--- config.mk ---
export PLATFORM = sky130hd
export DESIGN_NAME = pkfwl_queue
export DESIGN_NICKNAME = d
export VERILOG_FILES = /design/src/sv/pkfwl_queue.sv
export SDC_FILE = /design/constraint.sdc
export NUM_CORES = 1
export LEC_CHECK = 0
export BUFFER_PORTS_ARGS = -buffer_cell sky130_fd_sc_hd__buf_2
export CAP_MARGIN = 10
export CORE_MARGIN = 2
export CORE_UTILIZATION = 52
export DETAILED_ROUTE_END_ITERATION = 6
export PLACE_DENSITY = 0.79
export SETUP_SLACK_MARGIN = 0.4
export SYNTH_ARGS = -nofsm -noshare
export SYNTH_HDL_FRONTEND = slang
export SYNTH_SLANG_ARGS = --single-unit
--- constraint.sdc ---
create_clock -name clk -period 3.04 [get_ports clk]
set_input_delay 0 -clock clk [delete_from_list [all_inputs] [get_ports clk]]
set_output_delay 0 -clock clk [all_outputs]
set_load 0.01 [all_outputs]
--- src/sv/pkfwl_queue.sv ---
`timescale 1ns / 1ps
// ----------------------------------------------------------------------------
// pkfwl_queue
// Two-entry FIFO between the hashing front end and the table engine.
// ----------------------------------------------------------------------------
module pkfwl_queue #(
  parameter int WIDTH = 8
) (
  input  logic             clk,
  input  logic             rst,
  input  logic             push,
  input  logic [WIDTH-1:0] din,
  output logic             full,
  input  logic             pop,
  output logic [WIDTH-1:0] dout,
  output logic             empty
);

  logic [WIDTH-1:0] mem [2];
  logic             wp;
  logic             rp;
  logic [1:0]       cnt;

  assign full  = (cnt == 2'd2);
  assign empty = (cnt == 2'd0);
  assign dout  = mem[rp];

  always_ff @(posedge clk) begin
    if (push) begin
      mem[wp] <= din;
    end
    if (rst) begin
      wp  <= 1'b0;
      rp  <= 1'b0;
      cnt <= 2'd0;
    end else begin
      if (push) wp <= ~wp;
      if (pop) rp <= ~rp;
      cnt <= cnt + {1'b0, push} - {1'b0, pop};
    end
  end

endmodule

==> flow_summary.ini <==
[sta]
rsz0062_at_grt = no
finalCritPeriodShare = 0.443
fmax_mhz = 742
hold_viol = 0
slew_headroom = 0.522
timing.hold.ws_ps = 415
worst_pin_slew_ps = 715
tns_ps = 0
fin_crit_ps = 1350
final_max_slew_viol_count = 0
fin_skew_ps = 1.36
final-setup-viol-count = 0

[yosys]
yosysSeqAreaShare = 0.733
synthDistinctLibCells = 11
synth_warnings = 0
syn_inst = 46
synth-compound-area-share = 0
synth_top_family_by_area = multiplexers
synthAdderAreaFrac = 0.0316
syn_area_sq_um = 792
synth_nets = 60
synth_xor_area_frac = 0.0506
synth.avg_cell_area_sq_um = 17.2
muxShareOfSynthArea = 0.114
synth_seq_cells = 21
yosys.area_share.simple = 0.0553

[drt]
wl_per_cell_um = 12.1
ant_nets = 0
dr.pass1.iters = 3
wl_mm = 1.18
vias = 485
via_per_inst = 4.95
drtIter0Drc = 5
drc = 0

[cells_and_area]
antenna_cells = 0
nFillCells = 108
fin_nets = 97
area_growth_pct = 33.6
drive_gt1_frac = 0.390
final_common_cell = buf_2
stdcell_area_sq_um = 1060
utilization = 0.719
layout_common_cells = 21 x buf_2, 16 x edfxtp_1, 12 x dlygate4sd3_1

[global_routing]
gr-total-overflow = 0
grt_max_degree = 12
grt_pass1_vias = 463
grt_usage = 0.150
grt_pass1_wl_mm = 1.90
antenna_found_initial = 0

[clock_tree]
cts_max_level = 1
cts_tree = yes
root_buffer = clkbuf_4
numClockSinks = 21
ctsResizeCount = 0
worstSkewPairLatency_ps = 290
cts_buffers = 3
clk_pin_slew_ps = 100
clock_path_buffers = 2

[setup_path]
reg2reg_slack_ps = 1760
end_kind = output port
worstPathArrival_ps = 1350
critPathKind = flop to output port
critPathMaxFanout = 8
cp.required_ps = 3040
critPathLaunchType = flop

[power_and_ir_drop]
p_clk_frac = 0.219
seqPwrFrac = 0.599
p_switching_w = 0.000131
vdd_ir_drop_max_uv = 348
p_int_w = 0.000446
p_per_area_nw_per_um2 = 546
switching_share = 0.227
leakagePower_nw = 0.431
p_comb_frac = 0.181
power_w = 0.000578

[floorplan]
initial_core_util = 0.538
die_w_um = 43.0
fp.dieH_um = 43.0
num_rows = 14
ios = 22
core_area_sq_um = 1470
design.die.area_sq_um = 1850

[hold_path]
worstHoldPathType = input port to flop

[place]
gp_congestion = 0.679
portBuffers = 21
place_area_sq_um = 912
hpwl_um = 764

[status]
outcome = finished, final reports clean

[job]
maxCapViolCount = 0
metrics by stage:
| step | worst slack (ps) | instances |
|---|---|---|
| floorplan | 1900 | 46 |
| global placement | 1850 | 82 |
| detailed placement | 1750 | 82 |
| CTS | 1670 | 98 |
| global route | 1610 | 98 |
| finish | 1690 | 98 |
worst max-delay path, cell delays in order, from the launching register on:
cell and delay [ps]:
dfxtp_1 530, mux2_2 380, buf_2 140
final timing paths:
| path | startpoint | cells past startpoint | endpoint |
|---|---|---|---|
| worst max-delay path | flop | 2 | dout[4] |
| worst min-delay path | din[4] | 2 | mem[1][4] |
| worst max register to register | rp | 3 | rp |
| worst min register to register | rp | 2 | flop |
sequential cells by signal (all words and copies together) (netlist names), named ones only:
| signal | cells |
|---|---|
| wp | 1 |
| rp | 1 |
| cnt | 2 |
| mem | 16 |
power by group through the flow:
stage	Clock [W]	Combinational, W	Sequential, W
floorplan	0	0.0000634	0.000347
global placement	0	0.0000891	0.000352
CTS	0.000130	0.000105	0.000347
finish	0.000127	0.000105	0.000346
global route	0.000144	0.000113	0.000350
detailed placement	0	0.0000925	0.000353
metal layers:
layer / vias to the layer above / GRT usage / wire, um
li1: 235 / - / -
met3: 4 / 0.0638 / 66
met5: - / 0 / 0
met1: 232 / 0.155 / 463
met2: 14 / 0.258 / 623
met4: 0 / 0.0727 / 29
cell usage after synthesis, drive strengths merged:
library cell / instances / share of area
dfxtp: 5 / 0.13
xnor3: 1 / 0.028
inv: 2 / 0.0095
xnor2: 2 / 0.022
nor2b: 3 / 0.024
and2: 1 / 0.0079
edfxtp: 16 / 0.61
mux2: 8 / 0.11
nor2: 5 / 0.024
ha: 2 / 0.032
buf: 1 / 0.0063
kinds of logic after synthesis:
logic type / after synthesis
flip-flops: 21
AND/OR/NAND/NOR: 9
multiplexers: 8
XOR/XNOR: 3
buffers and inverters: 3
adder cells (fa/ha/maj): 2
cell type report:
type	count	area, sq um	share of cell area
clock buffer	4	26.3	0.0248
inverter	2	7.51	0.00709
multi-input combinational	22	199	0.188
sequential	21	581	0.548
tap	16	20.0	0.0189
timing repair buffer	33	225	0.213
what timing repair did:
action,4_1_cts,5_1_grt
setup buffers,0,0
hold buffers,12,0
hold endpoints to repair,21,0
setup endpoints to repair,0,0
Note: power is estimated with default switching activity, not from simulation.
