--- src/sv/pkfwl_pkg.sv ---
`timescale 1ns / 1ps
// ----------------------------------------------------------------------------
// pkfwl_pkg
// Shared types and constants of the per-key fixed-window limiter.
// ----------------------------------------------------------------------------
package pkfwl_pkg;

  localparam int CAP_W  = 16;
  localparam int WIN_W  = 32;
  localparam int TIME_W = 48;
  localparam int CNT_W  = 11;

  localparam logic [1:0] KIND_CHECK  = 2'd0;
  localparam logic [1:0] KIND_RECORD = 2'd1;
  localparam logic [1:0] KIND_SWEEP  = 2'd2;
  localparam logic [1:0] KIND_SPARE  = 2'd3;

  localparam logic CFG_CAP    = 1'b0;
  localparam logic CFG_WINDOW = 1'b1;

  localparam logic [63:0] HASH_K0 = 64'h9E3779B97F4A7C15;
  localparam logic [63:0] HASH_K1 = 64'hFF51AFD7ED558CCD;
  localparam logic [63:0] HASH_K2 = 64'hC4CEB9FE1A85EC53;

  typedef struct packed {
    logic [1:0]        kind;
    logic [63:0]       user_key;
    logic [31:0]       campaign;
    logic [TIME_W-1:0] now_time;
  } op_t;

  typedef struct packed {
    logic              valid;
    logic [63:0]       user_key;
    logic [31:0]       campaign;
    logic [TIME_W-1:0] start;
    logic [CAP_W-1:0]  count;
  } row_t;

endpackage

--- src/sv/pkfwl_if.sv ---
`timescale 1ns / 1ps
// ----------------------------------------------------------------------------
// pkfwl_req_if / pkfwl_rsp_if
// Valid/ready channels for request and result words.
// ----------------------------------------------------------------------------
interface pkfwl_req_if;
  logic        valid;
  logic        ready;
  logic [1:0]  kind;
  logic [63:0] user_key;
  logic [31:0] campaign;
  logic [47:0] now_time;
  modport source (output valid, kind, user_key, campaign, now_time, input ready);
  modport sink (input valid, kind, user_key, campaign, now_time, output ready);
endinterface


--- src/sv/pkfwl_front.sv ---
`timescale 1ns / 1ps
// ----------------------------------------------------------------------------
// pkfwl_front
// Accepts request words, hashes the key with a shared 32x32 multiplier,
// reduces the hash to a slot by byte folding and a reciprocal multiply,
// then queues the word.
// ----------------------------------------------------------------------------
module pkfwl_front #(
  parameter int TABLE_DEPTH = 1024
) (
  input  logic                           clk,
  input  logic                           rst,
  input  logic                           hold,
  pkfwl_req_if.sink                      req,
  output logic                           q_push,
  input  logic                           q_full,
  output pkfwl_pkg::op_t                 q_op,
  output logic [$clog2(TABLE_DEPTH)-1:0] q_slot
);

  localparam int AW   = $clog2(TABLE_DEPTH);
  localparam int RW   = AW + 1;
  localparam int FS_W = RW + 11;
  localparam int MW   = FS_W + 1;
  localparam int KSH  = FS_W + AW;
  localparam int QTW  = MW - AW;
  localparam logic [RW-1:0] DIVC = RW'(TABLE_DEPTH);
  localparam logic [63:0] RECIP_FULL =
    ((64'd1 << KSH) + 64'(TABLE_DEPTH) - 64'd1) / 64'(TABLE_DEPTH);
  localparam logic [MW-1:0] RECIP = RECIP_FULL[MW-1:0];

  typedef logic [7:0][RW-1:0] fold_tab_t;

  function automatic fold_tab_t fold_table();
    fold_tab_t   t;
    logic [63:0] p;
    for (int j = 0; j < 8; j++) begin
      p = (64'd1 << (8 * j)) % 64'(TABLE_DEPTH);
      t[j] = p[RW-1:0];
    end
    return t;
  endfunction

  localparam fold_tab_t FOLD_K = fold_table();

  typedef enum logic [2:0] {F_IDLE, F_MUL, F_MOD, F_QUO, F_REM, F_PUSH} fstate_t;

  fstate_t        state;
  pkfwl_pkg::op_t op;
  logic [63:0]    mul_a;
  logic [1:0]     sel;
  logic [1:0]     phase;
  logic [63:0]    acc;
  logic [63:0]    modv;
  logic [FS_W-1:0] fsum;
  logic [QTW-1:0] quo;
  logic [AW-1:0]  rem;
  logic [2:0]     mcnt;

  logic [63:0] kb;
  logic [31:0] mx, my;
  logic [63:0] prod;
  logic [63:0] acc_next;
  logic [63:0] mixed;
  logic [63:0] v2;

  logic [RW+7:0]       fprod;
  logic [FS_W-1:0]     fsum_next;
  logic [FS_W+MW-1:0]  qprod;
  logic [QTW+RW-1:0]   qd;
  logic [FS_W-1:0]     rem_full;

  always_comb begin
    case (sel)
      2'd0:    kb = pkfwl_pkg::HASH_K0;
      2'd1:    kb = pkfwl_pkg::HASH_K1;
      default: kb = pkfwl_pkg::HASH_K2;
    endcase
    case (phase)
      2'd0:    begin mx = mul_a[31:0];  my = kb[31:0];  end
      2'd1:    begin mx = mul_a[31:0];  my = kb[63:32]; end
      default: begin mx = mul_a[63:32]; my = kb[31:0];  end
    endcase
    prod = {32'b0, mx} * {32'b0, my};
    if (phase == 2'd0) acc_next = prod;
    else acc_next = acc + {prod[31:0], 32'b0};
    mixed = (sel == 2'd0) ? (op.user_key ^ acc_next) : acc_next;
    v2 = mixed ^ (mixed >> 33);
  end

  // fold one byte per cycle with weight 2^(8j) mod depth; the small sum then
  // takes an exact reciprocal quotient and one multiply-subtract
  always_comb begin
    fprod     = modv[7:0] * FOLD_K[mcnt];
    fsum_next = fsum + FS_W'(fprod);
    qprod     = fsum * RECIP;
    qd        = quo * DIVC;
    rem_full  = fsum - qd[FS_W-1:0];
  end

  assign req.ready = (state == F_IDLE) && !hold;
  assign q_push    = (state == F_PUSH) && !q_full;
  assign q_op      = op;
  assign q_slot    = rem;

  always_ff @(posedge clk) begin
    if (rst) begin
      state <= F_IDLE;
    end else begin
      unique case (state)
        F_IDLE: begin
          if (req.valid && req.ready) begin
            op.kind     <= req.kind;
            op.user_key <= req.user_key;
            op.campaign <= req.campaign;
            op.now_time <= req.now_time;
            mul_a <= {32'b0, req.campaign};
            sel   <= 2'd0;
            phase <= 2'd0;
            rem   <= '0;
            if (req.kind == pkfwl_pkg::KIND_CHECK || req.kind == pkfwl_pkg::KIND_RECORD)
              state <= F_MUL;
            else
              state <= F_PUSH;
          end
        end
        F_MUL: begin
          acc <= acc_next;
          if (phase == 2'd2) begin
            phase <= 2'd0;
            if (sel == 2'd2) begin
              modv  <= v2;
              mcnt  <= 3'd0;
              fsum  <= '0;
              state <= F_MOD;
            end else begin
              mul_a <= v2;
              sel   <= sel + 2'd1;
            end
          end else begin
            phase <= phase + 2'd1;
          end
        end
        F_MOD: begin
          fsum <= fsum_next;
          modv <= modv >> 8;
          mcnt <= mcnt + 3'd1;
          if (mcnt == 3'd7) state <= F_QUO;
        end
        F_QUO: begin
          quo   <= qprod[FS_W+MW-1:KSH];
          state <= F_REM;
        end
        F_REM: begin
          rem   <= rem_full[AW-1:0];
          state <= F_PUSH;
        end
        F_PUSH: begin
          if (!q_full) state <= F_IDLE;
        end
        default: state <= F_IDLE;
      endcase
    end
  end

endmodule

--- src/flat_wrapper.sv ---
// flat-port wrapper written by rule: the top's interface ports become plain ports
module pkfwl_front_flat 
#(
  parameter int TABLE_DEPTH = 1024
)
  (clk, rst, hold, q_push, q_full, q_op, q_slot, req_valid, req_kind, req_user_key, req_campaign, req_now_time, req_ready);
  pkfwl_req_if req_i ();
  input  logic clk;
  input  logic rst;
  input  logic hold;
  output logic q_push;
  input  logic q_full;
  output pkfwl_pkg::op_t q_op;
  output logic [$clog2(TABLE_DEPTH)-1:0] q_slot;
  input wire logic [$bits(req_i.valid)-1:0] req_valid;
  input wire logic [$bits(req_i.kind)-1:0] req_kind;
  input wire logic [$bits(req_i.user_key)-1:0] req_user_key;
  input wire logic [$bits(req_i.campaign)-1:0] req_campaign;
  input wire logic [$bits(req_i.now_time)-1:0] req_now_time;
  output wire logic [$bits(req_i.ready)-1:0] req_ready;
  assign req_i.valid = req_valid;
  assign req_i.kind = req_kind;
  assign req_i.user_key = req_user_key;
  assign req_i.campaign = req_campaign;
  assign req_i.now_time = req_now_time;
  assign req_ready = req_i.ready;
  pkfwl_front #(.TABLE_DEPTH(TABLE_DEPTH)) u_core (.clk(clk), .rst(rst), .hold(hold), .req(req_i), .q_push(q_push), .q_full(q_full), .q_op(q_op), .q_slot(q_slot));
endmodule
--- config.mk ---
export PLATFORM = sky130hd
export DESIGN_NAME = pkfwl_front_flat
export DESIGN_NICKNAME = d
export VERILOG_FILES = /design/src/sv/pkfwl_pkg.sv /design/src/sv/pkfwl_if.sv /design/src/sv/pkfwl_front.sv /design/src/flat_wrapper.sv
export SDC_FILE = /design/constraint.sdc
export NUM_CORES = 2
export LEC_CHECK = 0
export BUFFER_PORTS_ARGS = -buffer_cell sky130_fd_sc_hd__buf_2
export CAP_MARGIN = 20
export CORE_ASPECT_RATIO = 2
export CORE_MARGIN = 8
export CORE_UTILIZATION = 35
export CTS_CLUSTER_SIZE = 40
export DETAILED_ROUTE_END_ITERATION = 12
export PLACE_DENSITY = 0.63
export SKIP_CTS_REPAIR_TIMING = 1
export SYNTH_ARGS = -nofsm -noshare
export SYNTH_HDL_FRONTEND = slang
export SYNTH_SLANG_ARGS = --single-unit
--- constraint.sdc ---
create_clock -name clk -period 14.4 [get_ports clk]
set_input_delay 1.44 -clock clk [delete_from_list [all_inputs] [get_ports clk]]
set_output_delay 1.44 -clock clk [all_outputs]
set_load 0.05 [all_outputs]
==> metrics.log <==
INFO  metric run_status = completed
INFO  metric synth_area_leaders = sky130_fd_sc_hd__fa_1 (37%), sky130_fd_sc_hd__edfxtp_1 (22%), sky130_fd_sc_hd__ha_1 (8.4%)
INFO  metric synth_most_common_cell = sky130_fd_sc_hd__inv_1
INFO  metric number_of_buffers_created_by_cts = 27
INFO  metric ys_types = 96
INFO  metric finish.net_count = 6517
INFO  metric critical_path_required = about 15 ns
INFO  metric floorplan.initialDensity = 35.1%
INFO  metric clock-root-buffer = sky130_fd_sc_hd__clkbuf_16
INFO  metric synth_area_per_cell = 10.0 um2
INFO  metric post-synth-top-area-fraction = 36.8%
INFO  metric detail-route-antenna-nets = 0
INFO  metric vias_in_the_first_global_route = 41700
INFO  metric timing.critical_path.max_delay_family = adder cells
INFO  metric core-area = ~140000 um2
INFO  metric synth_top_cells_by_count = sky130_fd_sc_hd__inv_1 (998), sky130_fd_sc_hd__fa_1 (899), sky130_fd_sc_hd__nor2_1 (590)
INFO  metric detailedRoute.firstIterationViolations = around 3100
INFO  metric ios = ~300
INFO  metric clk_path_buf_depth = 3
INFO  metric timing.final.crit_share = 90.6%
INFO  metric max-slew-margin-rel = 12.0%
INFO  metric die_w = 280 um
INFO  metric post_detailed_placement_half_perimeter_wirelength = about 200000 um
INFO  metric yosys_register_bits = 370
INFO  metric pin_count_of_the_biggest_net_entering_global_routing = 81
INFO  metric drt-vias-per-instance = 5.37
INFO  metric min_path_type = flip-flop to flip-flop
INFO  metric tritoncts_clock_tree = done
INFO  metric die_area = 153000 um2
INFO  metric yosys_warnings = 0
INFO  metric clk-insertion-delay-late = 0.63 ns
INFO  metric synth_fp_nets = 6267
INFO  metric final_count_of_negative_setup_slack_endpoints = 0
INFO  metric post_synth_top_area_cell = sky130_fd_sc_hd__fa_1
INFO  metric critPathSlowestCell = sky130_fd_sc_hd__a2111oi_1
INFO  metric critical_path_buf_inv_count = 9
INFO  metric rsz0062_at_grt = no
INFO  metric max_stage_delay = 0.79 ns
INFO  metric crit_type = flip-flop to flip-flop
INFO  metric grt_pass1_wl = roughly 330000 um
INFO  metric fraction_of_final_layout_cells_sized_beyond_drive_strength_1 = 11.4%
INFO  metric syn-cell-area = 49000 um2
INFO  metric fin_setup_tns = 0 ns
INFO  metric timing.final.max_slew_violations = 0
INFO  metric grt_overflow = 0
INFO  metric clk_transition_reported_paths = 0.08 ns
INFO  metric grt_antenna_before_repair = 13
INFO  metric tritoncts_num_sinks = 370
INFO  metric crit_path_frequent_cell = sky130_fd_sc_hd__fa_1
INFO  metric clock_tree.htree_level_count = 1
INFO  metric worst-slew-pin-transition = 1.31 ns
INFO  metric arrival = 13.38 ns
INFO  metric post-route-min-period = 13.05 ns
INFO  metric critPathLaunchType = flip-flop
INFO  metric postSynth.asyncResetShare = 0%
INFO  metric max_cap_violations = 0
INFO  metric syn_to_final_growth = 10.3%
INFO  metric max_clock_freq = 76.6 MHz
INFO  metric totalWireLength = 244000 um
INFO  metric via_count = between 30000 and 40000
INFO  metric critPathMaxFanout = 29
INFO  metric skew = 0.0348 ns
INFO  metric hold_violations = 0
INFO  metric die_height = 545 um
INFO  metric drt_drc_violations_left = 0
INFO  metric synth_enable_flop_cells = between 300 and 400
INFO  metric first_pass_iters = 6
INFO  metric post_drt_wl_per_cell = 34.8 um
INFO  metric number_of_core_rows = between 150 and 200
INFO  metric post_synthesis_cells = 4890
INFO  metric numPortBuffers = roughly 310
INFO  metric globalRouteTotalUtil = approximately a third
INFO  metric dominantRegCellSynth = sky130_fd_sc_hd__edfxtp_1
INFO  metric gp_routability_congestion = between 1 and 1.5
INFO  metric synth-seq-area-share = 22.6%
INFO  metric setup.worst_path.end_class = flip-flop
logic make-up after synthesis:
family                   after synthesis  synth area share (%)
AO/OA/AOI/OAI                        486                  6.48
XOR/XNOR                             178                  3.32
adder cells (fa/ha/maj)             1226                  45.1
buffers and inverters               1206                  9.32
flip-flops                           370                  22.6
multiplexers                          74                  1.61
AND/OR/NAND/NOR                     1350                  11.6
sequential cells by signal, summed over array words and instances, names as in the netlist, named ones only:
| signal | cells |
|---|---|
| u_core.modv | 64 |
| u_core.sel | 2 |
| u_core.mcnt | 3 |
| u_core.mul_a | 64 |
| u_core.q_op | 146 |
| u_core.phase | 2 |
| u_core.acc | 64 |
| u_core.fsum | 10 |
| u_core.q_slot | 10 |
| u_core.state | 3 |
worst min-delay path, cell delays in order (launching register included):
cell and delay [ns]:
sky130_fd_sc_hd__edfxtp_1 0.33, sky130_fd_sc_hd__nand2_1 0.04, sky130_fd_sc_hd__o21ai_0 0.06
path summary, 6_finish.rpt:
kind	from	end	slack, ns	cells past startpoint
setup / recovery	u_core.phase[0]	u_core.mul_a[23]	1.35	37
hold / removal	u_core.modv[45]	u_core.modv[37]	0.54	2
setup reg to reg	u_core.phase[0]	u_core.mul_a[23]	1.35	37
hold reg to reg	u_core.modv[45]	u_core.modv[37]	0.54	2
per-stage QoR:
stage	cell area [um2]	setup WS [ns]	instances	hold WS (ns)	util, %
3_3_place_gp	53100	0.893	6968	0.508	38.1
4_1_cts	54000	1.40	7018	0.530	38.7
5_1_grt	54000	0.943	7023	0.546	38.8
6_report	54000	1.35	7027	0.541	38.8
3_5_place_dp	53100	1.46	6969	0.511	38.1
2_1_floorplan	49000	3.67	4890	0.484	-
metal layers:
layer	up-vias	track usage (%)	share of wire [%]	wire, um
li1	15700	-	-	-
met1	19000	26.4	27	65300
met2	2065	57.1	51	124000
met3	936	7.63	6.9	16800
met4	12	37.6	16	38100
met5	-	0.0316	0.036	87
area by class of cell:
type                    instances  area, um2
diodes                          5       12.5
clock buffers                  31        691
clock inverters                18        228
fillers                     14200      85300
inverters                    1013       3800
multi-input cells            3314      33600
flip-flops and latches        370      11100
well taps                    1862       2330
repair buffers                414       2350
layout by cell type (no fill, tap or decap), types with 18 or more instances in the layout:
| master | netlist | layout |
|---|---|---|
| sky130_fd_sc_hd__and3_1 | 29 | 28 |
| sky130_fd_sc_hd__and2_1 | 34 | 33 |
| sky130_fd_sc_hd__inv_1 | 998 | 998 |
| sky130_fd_sc_hd__nand4_1 | 34 | 34 |
| sky130_fd_sc_hd__fa_1 | 899 | 899 |
| sky130_fd_sc_hd__xor2_1 | 73 | 73 |
| sky130_fd_sc_hd__buf_4 | 4 | 104 |
| sky130_fd_sc_hd__a21o_1 | 37 | 37 |
| sky130_fd_sc_hd__buf_2 | 18 | 308 |
| sky130_fd_sc_hd__mux2i_1 | 35 | 27 |
| sky130_fd_sc_hd__o21ai_0 | 125 | 124 |
| sky130_fd_sc_hd__mux2_2 | 39 | 39 |
| sky130_fd_sc_hd__nor2_1 | 590 | 583 |
| sky130_fd_sc_hd__nor3_1 | 24 | 23 |
| sky130_fd_sc_hd__ha_1 | 327 | 325 |
| sky130_fd_sc_hd__nor2b_1 | 20 | 18 |
| sky130_fd_sc_hd__xnor2_1 | 98 | 97 |
| sky130_fd_sc_hd__clkbuf_16 | 0 | 27 |
| sky130_fd_sc_hd__o21ai_1 | 20 | 19 |
| sky130_fd_sc_hd__nand2_1 | 511 | 509 |
| sky130_fd_sc_hd__edfxtp_1 | 365 | 365 |
| sky130_fd_sc_hd__a21oi_1 | 154 | 150 |
| sky130_fd_sc_hd__nand3_1 | 42 | 42 |
Power is not shown: default switching activity piles up to over one toggle a cycle in this logic, so the estimate is an artifact.
